$ cat config.mk
export PLATFORM = sky130hd
export DESIGN_NAME = sha1_hash_engine
export DESIGN_NICKNAME = d
export VERILOG_FILES = /design/src/sv/sha1_pkg.sv /design/src/sv/sha1_sched.sv /design/src/sv/sha1_round.sv /design/src/sv/sha1_hash_engine.sv
export SDC_FILE = /design/constraint.sdc
export NUM_CORES = 2
export LEC_CHECK = 0
export BUFFER_PORTS_ARGS = -buffer_cell sky130_fd_sc_hd__buf_2
export CAP_MARGIN = 30
export CORE_MARGIN = 4
export CORE_UTILIZATION = 45
export CTS_BUF_LIST = sky130_fd_sc_hd__clkbuf_2 sky130_fd_sc_hd__clkbuf_4 sky130_fd_sc_hd__clkbuf_8
export DETAILED_ROUTE_END_ITERATION = 8
export HOLD_SLACK_MARGIN = 0.15
export SETUP_SLACK_MARGIN = 0.2
export SLEW_MARGIN = 40
export SYNTH_ARGS = -nofsm -noshare
export SYNTH_HDL_FRONTEND = slang
export SYNTH_SLANG_ARGS = --single-unit
export TNS_END_PERCENT = 30
$ cat constraint.sdc
create_clock -name clk -period 17.4 [get_ports clk]
set_input_delay 0.87 -clock clk [delete_from_list [all_inputs] [get_ports clk]]
set_output_delay 0.87 -clock clk [all_outputs]
set_load 0.02 [all_outputs]
$ cat src/sv/sha1_pkg.sv
// Shared types and constants for the SHA-1 hash engine.
// Used by sha1_sched, sha1_round and sha1_hash_engine; depends on nothing.
package sha1_pkg;

  localparam int unsigned WordW = 32;
  localparam int unsigned Rounds = 80;

  localparam logic [WordW-1:0] IV [5] = '{
    32'h6745_2301, 32'hEFCD_AB89, 32'h98BA_DCFE, 32'h1032_5476, 32'hC3D2_E1F0
  };

  localparam logic [WordW-1:0] K [4] = '{
    32'h5A82_7999, 32'h6ED9_EBA1, 32'h8F1B_BCDC, 32'hCA62_C1D6
  };

  localparam logic [7:0] PAD_MARK = 8'h80;
  localparam logic [WordW-1:0] PAD_WORD = {PAD_MARK, 24'h00_0000};

  typedef struct packed {
    logic [WordW-1:0] a;
    logic [WordW-1:0] b;
    logic [WordW-1:0] c;
    logic [WordW-1:0] d;
    logic [WordW-1:0] e;
  } work_t;

  typedef struct packed {
    logic             push;
    logic             step;
    logic [WordW-1:0] data;
  } sched_cmd_t;

endpackage

$ cat src/sv/sha1_sched.sv
// Rolling 16-word message schedule held as a shift line with fixed taps.
// Depends on sha1_pkg for the command struct.
module sha1_sched (
  input  logic                            clk,
  input  sha1_pkg::sched_cmd_t            cmd,
  output logic [sha1_pkg::WordW-1:0]      w_cur
);
  import sha1_pkg::*;

  logic [WordW-1:0] sr [16];
  logic [WordW-1:0] mix;
  logic [WordW-1:0] shift_in;

  assign mix = sr[13] ^ sr[8] ^ sr[2] ^ sr[0];
  assign shift_in = cmd.push ? cmd.data : {mix[WordW-2:0], mix[WordW-1]};
  assign w_cur = sr[0];

  always_ff @(posedge clk) begin
    if (cmd.push || cmd.step) begin
      for (int i = 0; i < 15; i++) begin
        sr[i] <= sr[i+1];
      end
      sr[15] <= shift_in;
    end
  end

endmodule

$ cat src/sv/sha1_round.sv
// One SHA-1 compression round, shared across all 80 rounds of a block.
// Depends on sha1_pkg for the working-variable struct and round constants.
module sha1_round (
  input  sha1_pkg::work_t                 cur,
  input  logic [sha1_pkg::WordW-1:0]      w,
  input  logic [6:0]                      rnd,
  output sha1_pkg::work_t                 nxt
);
  import sha1_pkg::*;

  logic [WordW-1:0] f;
  logic [WordW-1:0] k;
  logic [WordW-1:0] rot_a;

  always_comb begin
    priority if (rnd < 7'd20) begin
      f = (cur.b & cur.c) | (~cur.b & cur.d);
      k = K[0];
    end else if (rnd < 7'd40) begin
      f = cur.b ^ cur.c ^ cur.d;
      k = K[1];
    end else if (rnd < 7'd60) begin
      f = (cur.b & cur.c) | (cur.b & cur.d) | (cur.c & cur.d);
      k = K[2];
    end else begin
      f = cur.b ^ cur.c ^ cur.d;
      k = K[3];
    end
  end

  assign rot_a = {cur.a[26:0], cur.a[31:27]};

  always_comb begin
    nxt.a = rot_a + f + cur.e + k + w;
    nxt.b = cur.a;
    nxt.c = {cur.b[1:0], cur.b[31:2]};
    nxt.d = cur.c;
    nxt.e = cur.d;
  end

endmodule

$ cat src/sv/sha1_hash_engine.sv
// SHA-1 hash engine top level: sequencer, length counter, hash state and outputs.
// Depends on sha1_pkg, sha1_sched and sha1_round.
//
// Message words are taken one per cycle while the engine is idle; every sixteenth word
// starts a compression run of 80 rounds through the single round unit, during which no
// word is accepted. The final word starts padding, which pushes one word per cycle (up
// to 18, one extra block of 80 rounds when the length does not fit), and then the five
// digest words H0 to H4 are offered one per transfer before the engine clears itself
// for the next message.
module sha1_hash_engine (
  input  logic        clk,
  input  logic        rst,
  input  logic        in_valid,
  output logic        in_ready,
  input  logic [31:0] message_word,
  input  logic [2:0]  valid_bytes,
  input  logic        final_word,
  output logic        out_valid,
  input  logic        out_ready,
  output logic [31:0] digest_word,
  output logic [2:0]  word_index,
  output logic        digest_done
);
  import sha1_pkg::*;

  typedef enum logic [3:0] {
    ST_IDLE  = 4'b0001,
    ST_PAD   = 4'b0010,
    ST_ROUND = 4'b0100,
    ST_OUT   = 4'b1000
  } state_t;

  state_t           state, state_next;
  logic [3:0]       wcount;
  logic [6:0]       rnd;
  logic             pend80, lenhi_done, last_blk, padding;
  logic [2:0]       out_idx;
  logic [63:0]      bit_len;
  logic [WordW-1:0] hash [5];
  work_t            work, work_next;
  logic [WordW-1:0] w_cur;
  sched_cmd_t       cmd;
  logic [2:0]       nv;
  logic [WordW-1:0] first_pad;
  logic             in_xfer, out_xfer;

  assign in_ready  = (state == ST_IDLE);
  assign in_xfer   = in_valid && in_ready;
  assign out_valid = (state == ST_OUT);
  assign out_xfer  = out_valid && out_ready;

  assign digest_word = hash[out_idx];
  assign word_index  = out_idx;
  assign digest_done = (out_idx == 3'd4);

  assign nv = (valid_bytes > 3'd4) ? 3'd4 : valid_bytes;

  always_comb begin
    unique case (nv)
      3'd0:    first_pad = PAD_WORD;
      3'd1:    first_pad = {message_word[31:24], PAD_MARK, 16'h0000};
      3'd2:    first_pad = {message_word[31:16], PAD_MARK, 8'h00};
      3'd3:    first_pad = {message_word[31:8], PAD_MARK};
      default: first_pad = message_word;
    endcase
  end

  always_comb begin
    cmd.push = 1'b0;
    cmd.step = (state == ST_ROUND);
    cmd.data = '0;
    unique case (state)
      ST_IDLE: begin
        cmd.push = in_valid;
        cmd.data = final_word ? first_pad : message_word;
      end
      ST_PAD: begin
        cmd.push = 1'b1;
        priority if (pend80) begin
          cmd.data = PAD_WORD;
        end else if (wcount == 4'd14) begin
          cmd.data = bit_len[63:32];
        end else if (wcount == 4'd15 && lenhi_done) begin
          cmd.data = bit_len[31:0];
        end else begin
          cmd.data = '0;
        end
      end
      default: begin
        cmd.push = 1'b0;
      end
    endcase
  end

  sha1_sched u_sched (
    .clk   (clk),
    .cmd   (cmd),
    .w_cur (w_cur)
  );

  sha1_round u_round (
    .cur (work),
    .w   (w_cur),
    .rnd (rnd),
    .nxt (work_next)
  );

  always_comb begin
    state_next = state;
    unique case (state)
      ST_IDLE: begin
        if (in_valid) begin
          if (wcount == 4'd15) begin
            state_next = ST_ROUND;
          end else if (final_word) begin
            state_next = ST_PAD;
          end
        end
      end
      ST_PAD: begin
        if (wcount == 4'd15) begin
          state_next = ST_ROUND;
        end
      end
      ST_ROUND: begin
        if (rnd == 7'(Rounds - 1)) begin
          priority if (last_blk) begin
            state_next = ST_OUT;
          end else if (padding) begin
            state_next = ST_PAD;
          end else begin
            state_next = ST_IDLE;
          end
        end
      end
      ST_OUT: begin
        if (out_xfer && out_idx == 3'd4) begin
          state_next = ST_IDLE;
        end
      end
      default: state_next = ST_IDLE;
    endcase
  end

  always_ff @(posedge clk) begin
    if (rst) begin
      state      <= ST_IDLE;
      wcount     <= '0;
      rnd        <= '0;
      pend80     <= 1'b0;
      lenhi_done <= 1'b0;
      last_blk   <= 1'b0;
      padding    <= 1'b0;
      out_idx    <= '0;
      bit_len    <= '0;
      work       <= '0;
      for (int i = 0; i < 5; i++) begin
        hash[i] <= IV[i];
      end
    end else begin
      state <= state_next;

      if (cmd.push) begin
        wcount <= wcount + 4'd1;
        if (wcount == 4'd15) begin
          rnd  <= '0;
          work <= '{a: hash[0], b: hash[1], c: hash[2], d: hash[3], e: hash[4]};
        end
      end

      if (in_xfer) begin
        if (final_word) begin
          bit_len <= bit_len + {58'd0, nv, 3'd0};
          padding <= 1'b1;
          pend80  <= (nv == 3'd4);
        end else begin
          bit_len <= bit_len + 64'd32;
        end
      end

      if (state == ST_PAD) begin
        priority if (pend80) begin
          pend80 <= 1'b0;
        end else if (wcount == 4'd14) begin
          lenhi_done <= 1'b1;
        end else if (wcount == 4'd15 && lenhi_done) begin
          last_blk <= 1'b1;
        end else begin
          last_blk <= last_blk;
        end
      end

      if (state == ST_ROUND) begin
        work <= work_next;
        rnd  <= rnd + 7'd1;
        if (rnd == 7'(Rounds - 1)) begin
          hash[0] <= hash[0] + work_next.a;
          hash[1] <= hash[1] + work_next.b;
          hash[2] <= hash[2] + work_next.c;
          hash[3] <= hash[3] + work_next.d;
          hash[4] <= hash[4] + work_next.e;
        end
      end

      if (out_xfer) begin
        if (out_idx == 3'd4) begin
          out_idx    <= '0;
          bit_len    <= '0;
          wcount     <= '0;
          pend80     <= 1'b0;
          lenhi_done <= 1'b0;
          last_blk   <= 1'b0;
          padding    <= 1'b0;
          rnd        <= '0;
          work       <= '0;
          for (int i = 0; i < 5; i++) begin
            hash[i] <= IV[i];
          end
        end else begin
          out_idx <= out_idx + 3'd1;
        end
      end
    end
  end

endmodule
**Word level (Yosys, flattened, before mapping)**

Memories as Yosys holds them, arrays and structs flattened. A register that Yosys moved wholly into a read port is not among the register bits.
Index checks and enable logic that the tools add are counted.

- Flip-flop bits (word level): 246
- RAM bits: 672
- Output and inout port bits: 38
- Word-level logic and storage cells: 168
- Memories kept: 2

Memory list:

| name | depth | bits a word | read ports | clocked after memory_dff | wr ports | RTL line | text |
|---|---|---|---|---|---|---|---|
| u_sched.sr | 16 | 32 | 16 | 0 | 16 | sha1_sched.sv:10 | `logic [WordW-1:0] sr [16];` |
| hash | 5 | 32 | 6 | 1 | 5 | sha1_hash_engine.sv:39 | `logic [WordW-1:0] hash [5];` |

- Add/sub/neg operators: 14
- $lt $le $gt $ge: 4
- Equal/unequal tests: 17
- Multiplexer cells: 87
- Bitwise gates (word level): 23
- Reductions and logical operators: 7

Operator list:

| operator | count |
|---|---|
| $mux 160 | 5 |
| $mux 32 | 20 |
| $add 32x32->32 | 9 |
| $mux 64 | 4 |
| $xor 32x32->32 | 5 |
| $and 32x32->32 | 4 |
| $pmux 32 s4 | 1 |
| $or 32x32->32 | 3 |
| $add 64x6->64 | 1 |
| $add 64x6->64 const B | 1 |
| $pmux 32 s2 | 1 |
| $mux 4 | 10 |
| $mux 7 | 5 |
| $mux 1 | 33 |
| $not 32->32 | 1 |
| $mux 31 | 1 |
| $pmux 4 s4 | 1 |
| $lt 7x6->1 const B | 2 |
| $eq 4x4->1 const B | 3 |
| $mux 3 | 4 |
| $or 1x1->1 | 10 |
| $add 7x1->7 const B | 1 |
| $eq 7x7->1 const B | 1 |
| $lt 7x5->1 const B | 1 |
| 18 further kinds | 25 |

**Depth between registers and ports, before layout**

- Word-level depth: 13
- Depth in mapped cells: 33
- Gate-level depth less buffers: 30

**Modules after synthesis**

Synthesis repeated with hierarchy kept, for this count alone.

- Cell total of the unflattened synthesis: 4311
- Area total of the unflattened synthesis: 48519.0 um^2

Modules (own cells, without submodules):

| module | times used | cells an instance | area each (um^2) | seq. area each (um^2) |
|---|---|---|---|---|
| sha1_hash_engine | 1 | 2831 | 25085.3 | 9729.3 |
| sha1_sched | 1 | 712 | 16844.9 | 15374.7 |
| sha1_round | 1 | 768 | 6588.8 | 0.0 |

**Worst setup path after synthesis**

OpenSTA, ideal clock, no wires.

- Path type: in2reg
- Start: input in_valid
- End: memory u_sched.sr[0][0] (enable)
- Setup time: 3632 ps
- Arrival: 10413 ps
- Required time: 13768 ps
- Slack: 3355 ps
- Stages: 6
- Path buffers: 3
- Cells stage by stage: and2_1 buf_1 nor2_1 clkbuf_1 buf_1 nand2_1

RTL lines:

| item | RTL line | text |
|---|---|---|
| start: declaration | sha1_hash_engine.sv:13 | `input logic in_valid,` |
| end: declaration | sha1_sched.sv:10 |  |

==> impl_metrics.toml <==
[sta]
finalCriticalPeriod_ns = 8.26
hold_violations = 0
relSlewSlack_pct = 43.1
rsz0062_at_grt = "false"
tightest_slew_ns = 0.846
finalCritPeriodShare_pct = 47.5
setup_viol = 0
clock.fmax_mhz = 121
setup_tns_ns = 0
slew_viol_final = 0
fin_skew_ns = 0.0345

[clocking]
cts_resized = 0
postCtsSetupBuffers = 0
clock-sinks = 918
clk_pin_slew_ns = 0.06
numCtsBuffers = 155
cts_tree = "built"
cts_buffer_depth = 3
clk_latency_ns = 0.82
cts-htree-levels = 4
cts_root_buf = "clkbuf_8"
cts_hold_buf = 0

[setup_path]
r2r_end = "hash[0][30]"
cp-start-kind = "flip-flop"
r2r_cells = 30
required_ns = 17.92
critical_path_peak_fanout = 25
cp_slowest_stage_delay_ns = 0.57
slowest_stage = "a2111oi_0"
worstSetupPathType = "reg2reg"
cp-end-kind = "flip-flop"
rr_startpoint = "rnd[3]"
arrival_ns = 8.78
rrSetupSlack_ns = 9.14

[drt]
first_pass_iters = 7
drt-vias-per-instance = 5.60
ant_nets = 0
wl_per_cell_um = 21.5
first_iter_violations = 3030
drc = 0
drt-total-wl_mm = 124
vias = 32300

[power]
p_leak_uw = 0.0198
power.density_nw_per_um2 = 120
worst_ir_drop_vdd_uv = 86.9

[worst_hold_path]
whs_path_depth = 2
worstHoldEndpoint = "state[1]"
hp-class = "in2reg"
hp-start = "rst"

[floorplan]
fp.dieH_um = 332
dieArea_um2 = 110000
core_area_um2 = 104000
initial_core_util_pct = 45.5
die_w_um = 332
row_count = 118
ioPinCount = 78

[finish]
drive_above_1_share_pct = 10.9
area_growth_pct = 11.0
final_cells = 5777
nets = 4656

[placed_design]
gp_congestion = 0.920
dp.cells = 5489
hpwl_mm = 86.5
port_buffers = 77

[logic_synthesis]
syn_area_um2 = 47300
syn_nets = 4559
syn-instance-count = 4170
syn_avg_cell_area_um2 = 11.3
synth_cell_types = 81
synthFlopType = "edfxtp_1"
synth_seq_area_share_pct = 53.1
synth_edf_count = 672
async_reset_ff_share_pct = 0
ys_seq_elements = 918
synth-warning-count = 0

[global_routing]
grt_overflow = 0
grt_max_degree = 162
grt_pass1_vias = 31300
grt_pass1_wl_mm = 189
antenna_found_initial = 4
grt.total_usage_pct = 22.1

[run]
cap_viol_max_count = 0

[run_status]
status = "completed"
[Yosys cell counts (9+ instances only)]
cell type / instances / share of area, %
a211oi_1: 25 / 0.40
a21o_1: 102 / 1.6
a21oi_1: 204 / 2.2
a221o_1: 14 / 0.30
a221oi_1: 20 / 0.37
a311oi_1: 153 / 2.8
a31oi_1: 20 / 0.26
a41oi_1: 10 / 0.19
and2_1: 19 / 0.25
and3_1: 38 / 0.50
and4_1: 11 / 0.20
buf_1: 16 / 0.13
clkbuf_1: 158 / 1.3
dfxtp_1: 246 / 10
edfxtp_1: 672 / 43
fa_1: 126 / 5.3
ha_1: 223 / 5.9
inv_1: 271 / 2.2
mux2_2: 32 / 0.76
mux2i_1: 11 / 0.23
mux4_2: 32 / 1.5
nand2_1: 495 / 3.9
nand2b_1: 26 / 0.34
nand3_1: 60 / 0.64
nand4_1: 29 / 0.38
nor2_1: 420 / 3.3
nor2b_1: 30 / 0.40
nor3_1: 47 / 0.50
o211ai_1: 19 / 0.30
o21a_1: 29 / 0.46
o21ai_0: 104 / 1.1
o21bai_1: 24 / 0.38
o221ai_1: 9 / 0.17
o22ai_1: 13 / 0.17
or3_1: 23 / 0.30
xnor2_1: 171 / 3.2
xor2_1: 146 / 2.7
[registers in the layout (all words and copies together), names as in the netlist, named ones only]
register	cells
bit_len	61
hash	160
last_blk	1
lenhi_done	1
padding	1
pend80	1
rnd	7
state	4
u_sched.sr	512
wcount	4
word_index	3
work	160
[layer usage]
| layer | vias up | share of wire, % | track usage (%) |
|---|---|---|---|
| met5 | - | 0 | 0 |
| met4 | 0 | 3.3 | 8.04 |
| met3 | 204 | 5.9 | 3.47 |
| met2 | 1051 | 45 | 33.8 |
| met1 | 15800 | 46 | 31.8 |
| li1 | 15300 | - | - |
[layout make-up]
cell class | count | area [um2]
diodes | 3 | 7.51
clock buffers | 229 | 2790
clock inverters | 55 | 364
fillers | 9332 | 51500
inverters | 272 | 1030
multi-input cells | 2805 | 20600
flip-flops and latches | 918 | 25100
well taps | 1380 | 1730
repair buffers | 115 | 833
[worst max-delay path by stage]
| stage | start | end | cells past startpoint |
|---|---|---|---|
| after floorplan | in_valid | u_sched.sr[0][0] | 6 |
| final | rnd[3] | hash[0][30] | 30 |
| after detailed placement | rnd[3] | hash[0][30] | 30 |
| after global routing | rnd[3] | hash[0][30] | 30 |
| after CTS | rnd[3] | hash[0][30] | 30 |
| after global placement | rnd[3] | hash[0][30] | 30 |
[power breakdown]
group          internal (uW)  switching (uW)
Sequential              2880             155
Clock                   1060             895
Combinational            489             805
Total                   4430            1850
[cell usage in the layout (no fill, tap or decap), drive strengths merged, types with 60 or more instances in the layout]
| cell type | count |
|---|---|
| a21oi | 204 |
| nand3 | 60 |
| xnor2 | 171 |
| dfxtp | 246 |
| nor2 | 422 |
| a21o | 102 |
| xor2 | 146 |
| clkbuf | 230 |
| fa | 126 |
| o21ai | 108 |
| edfxtp | 672 |
| buf | 114 |
| a311oi | 153 |
| ha | 223 |
| nand2 | 497 |
| inv | 273 |
[cells by family (layout without fill, tap and decap cells)]
group,count (synthesis),count (layout),share of synthesized area (%)
compound gates,822,822,12.1
fa+ha+maj,349,349,11.2
xor+xnor,317,317,5.87
buf+inv,447,671,3.57
other cells,0,3,0
mux,75,75,2.52
flops,918,918,53.1
simple gates,1242,1242,11.6
[critical path, delay by kind of cell (launching register included)]
family,cells,cell delay (ns)
compound gates,10,2.89
xor+xnor,2,0.27
fa+ha+maj,3,1.10
buf+inv,6,1.78
flops,1,0.41
simple gates,9,1.52
[per-stage QoR]
step | instance area (um2) | hold WS (ns) | setup slack (ns) | util, % | total power (uW)
final | 52500 | 0.331 | 9.14 | 50.5 | 6280
after CTS | 52400 | 0.231 | 9.17 | 50.4 | 6340
after global routing | 52500 | 0.273 | 8.59 | 50.5 | 6610
after detailed placement | 49200 | 0.405 | 9.21 | 47.4 | 4350
after floorplan | 47300 | 0.400 | 3.35 | - | 4150
after global placement | 49100 | 0.400 | 9.45 | 47.2 | 4320
Power figures use the tool's default switching activity.
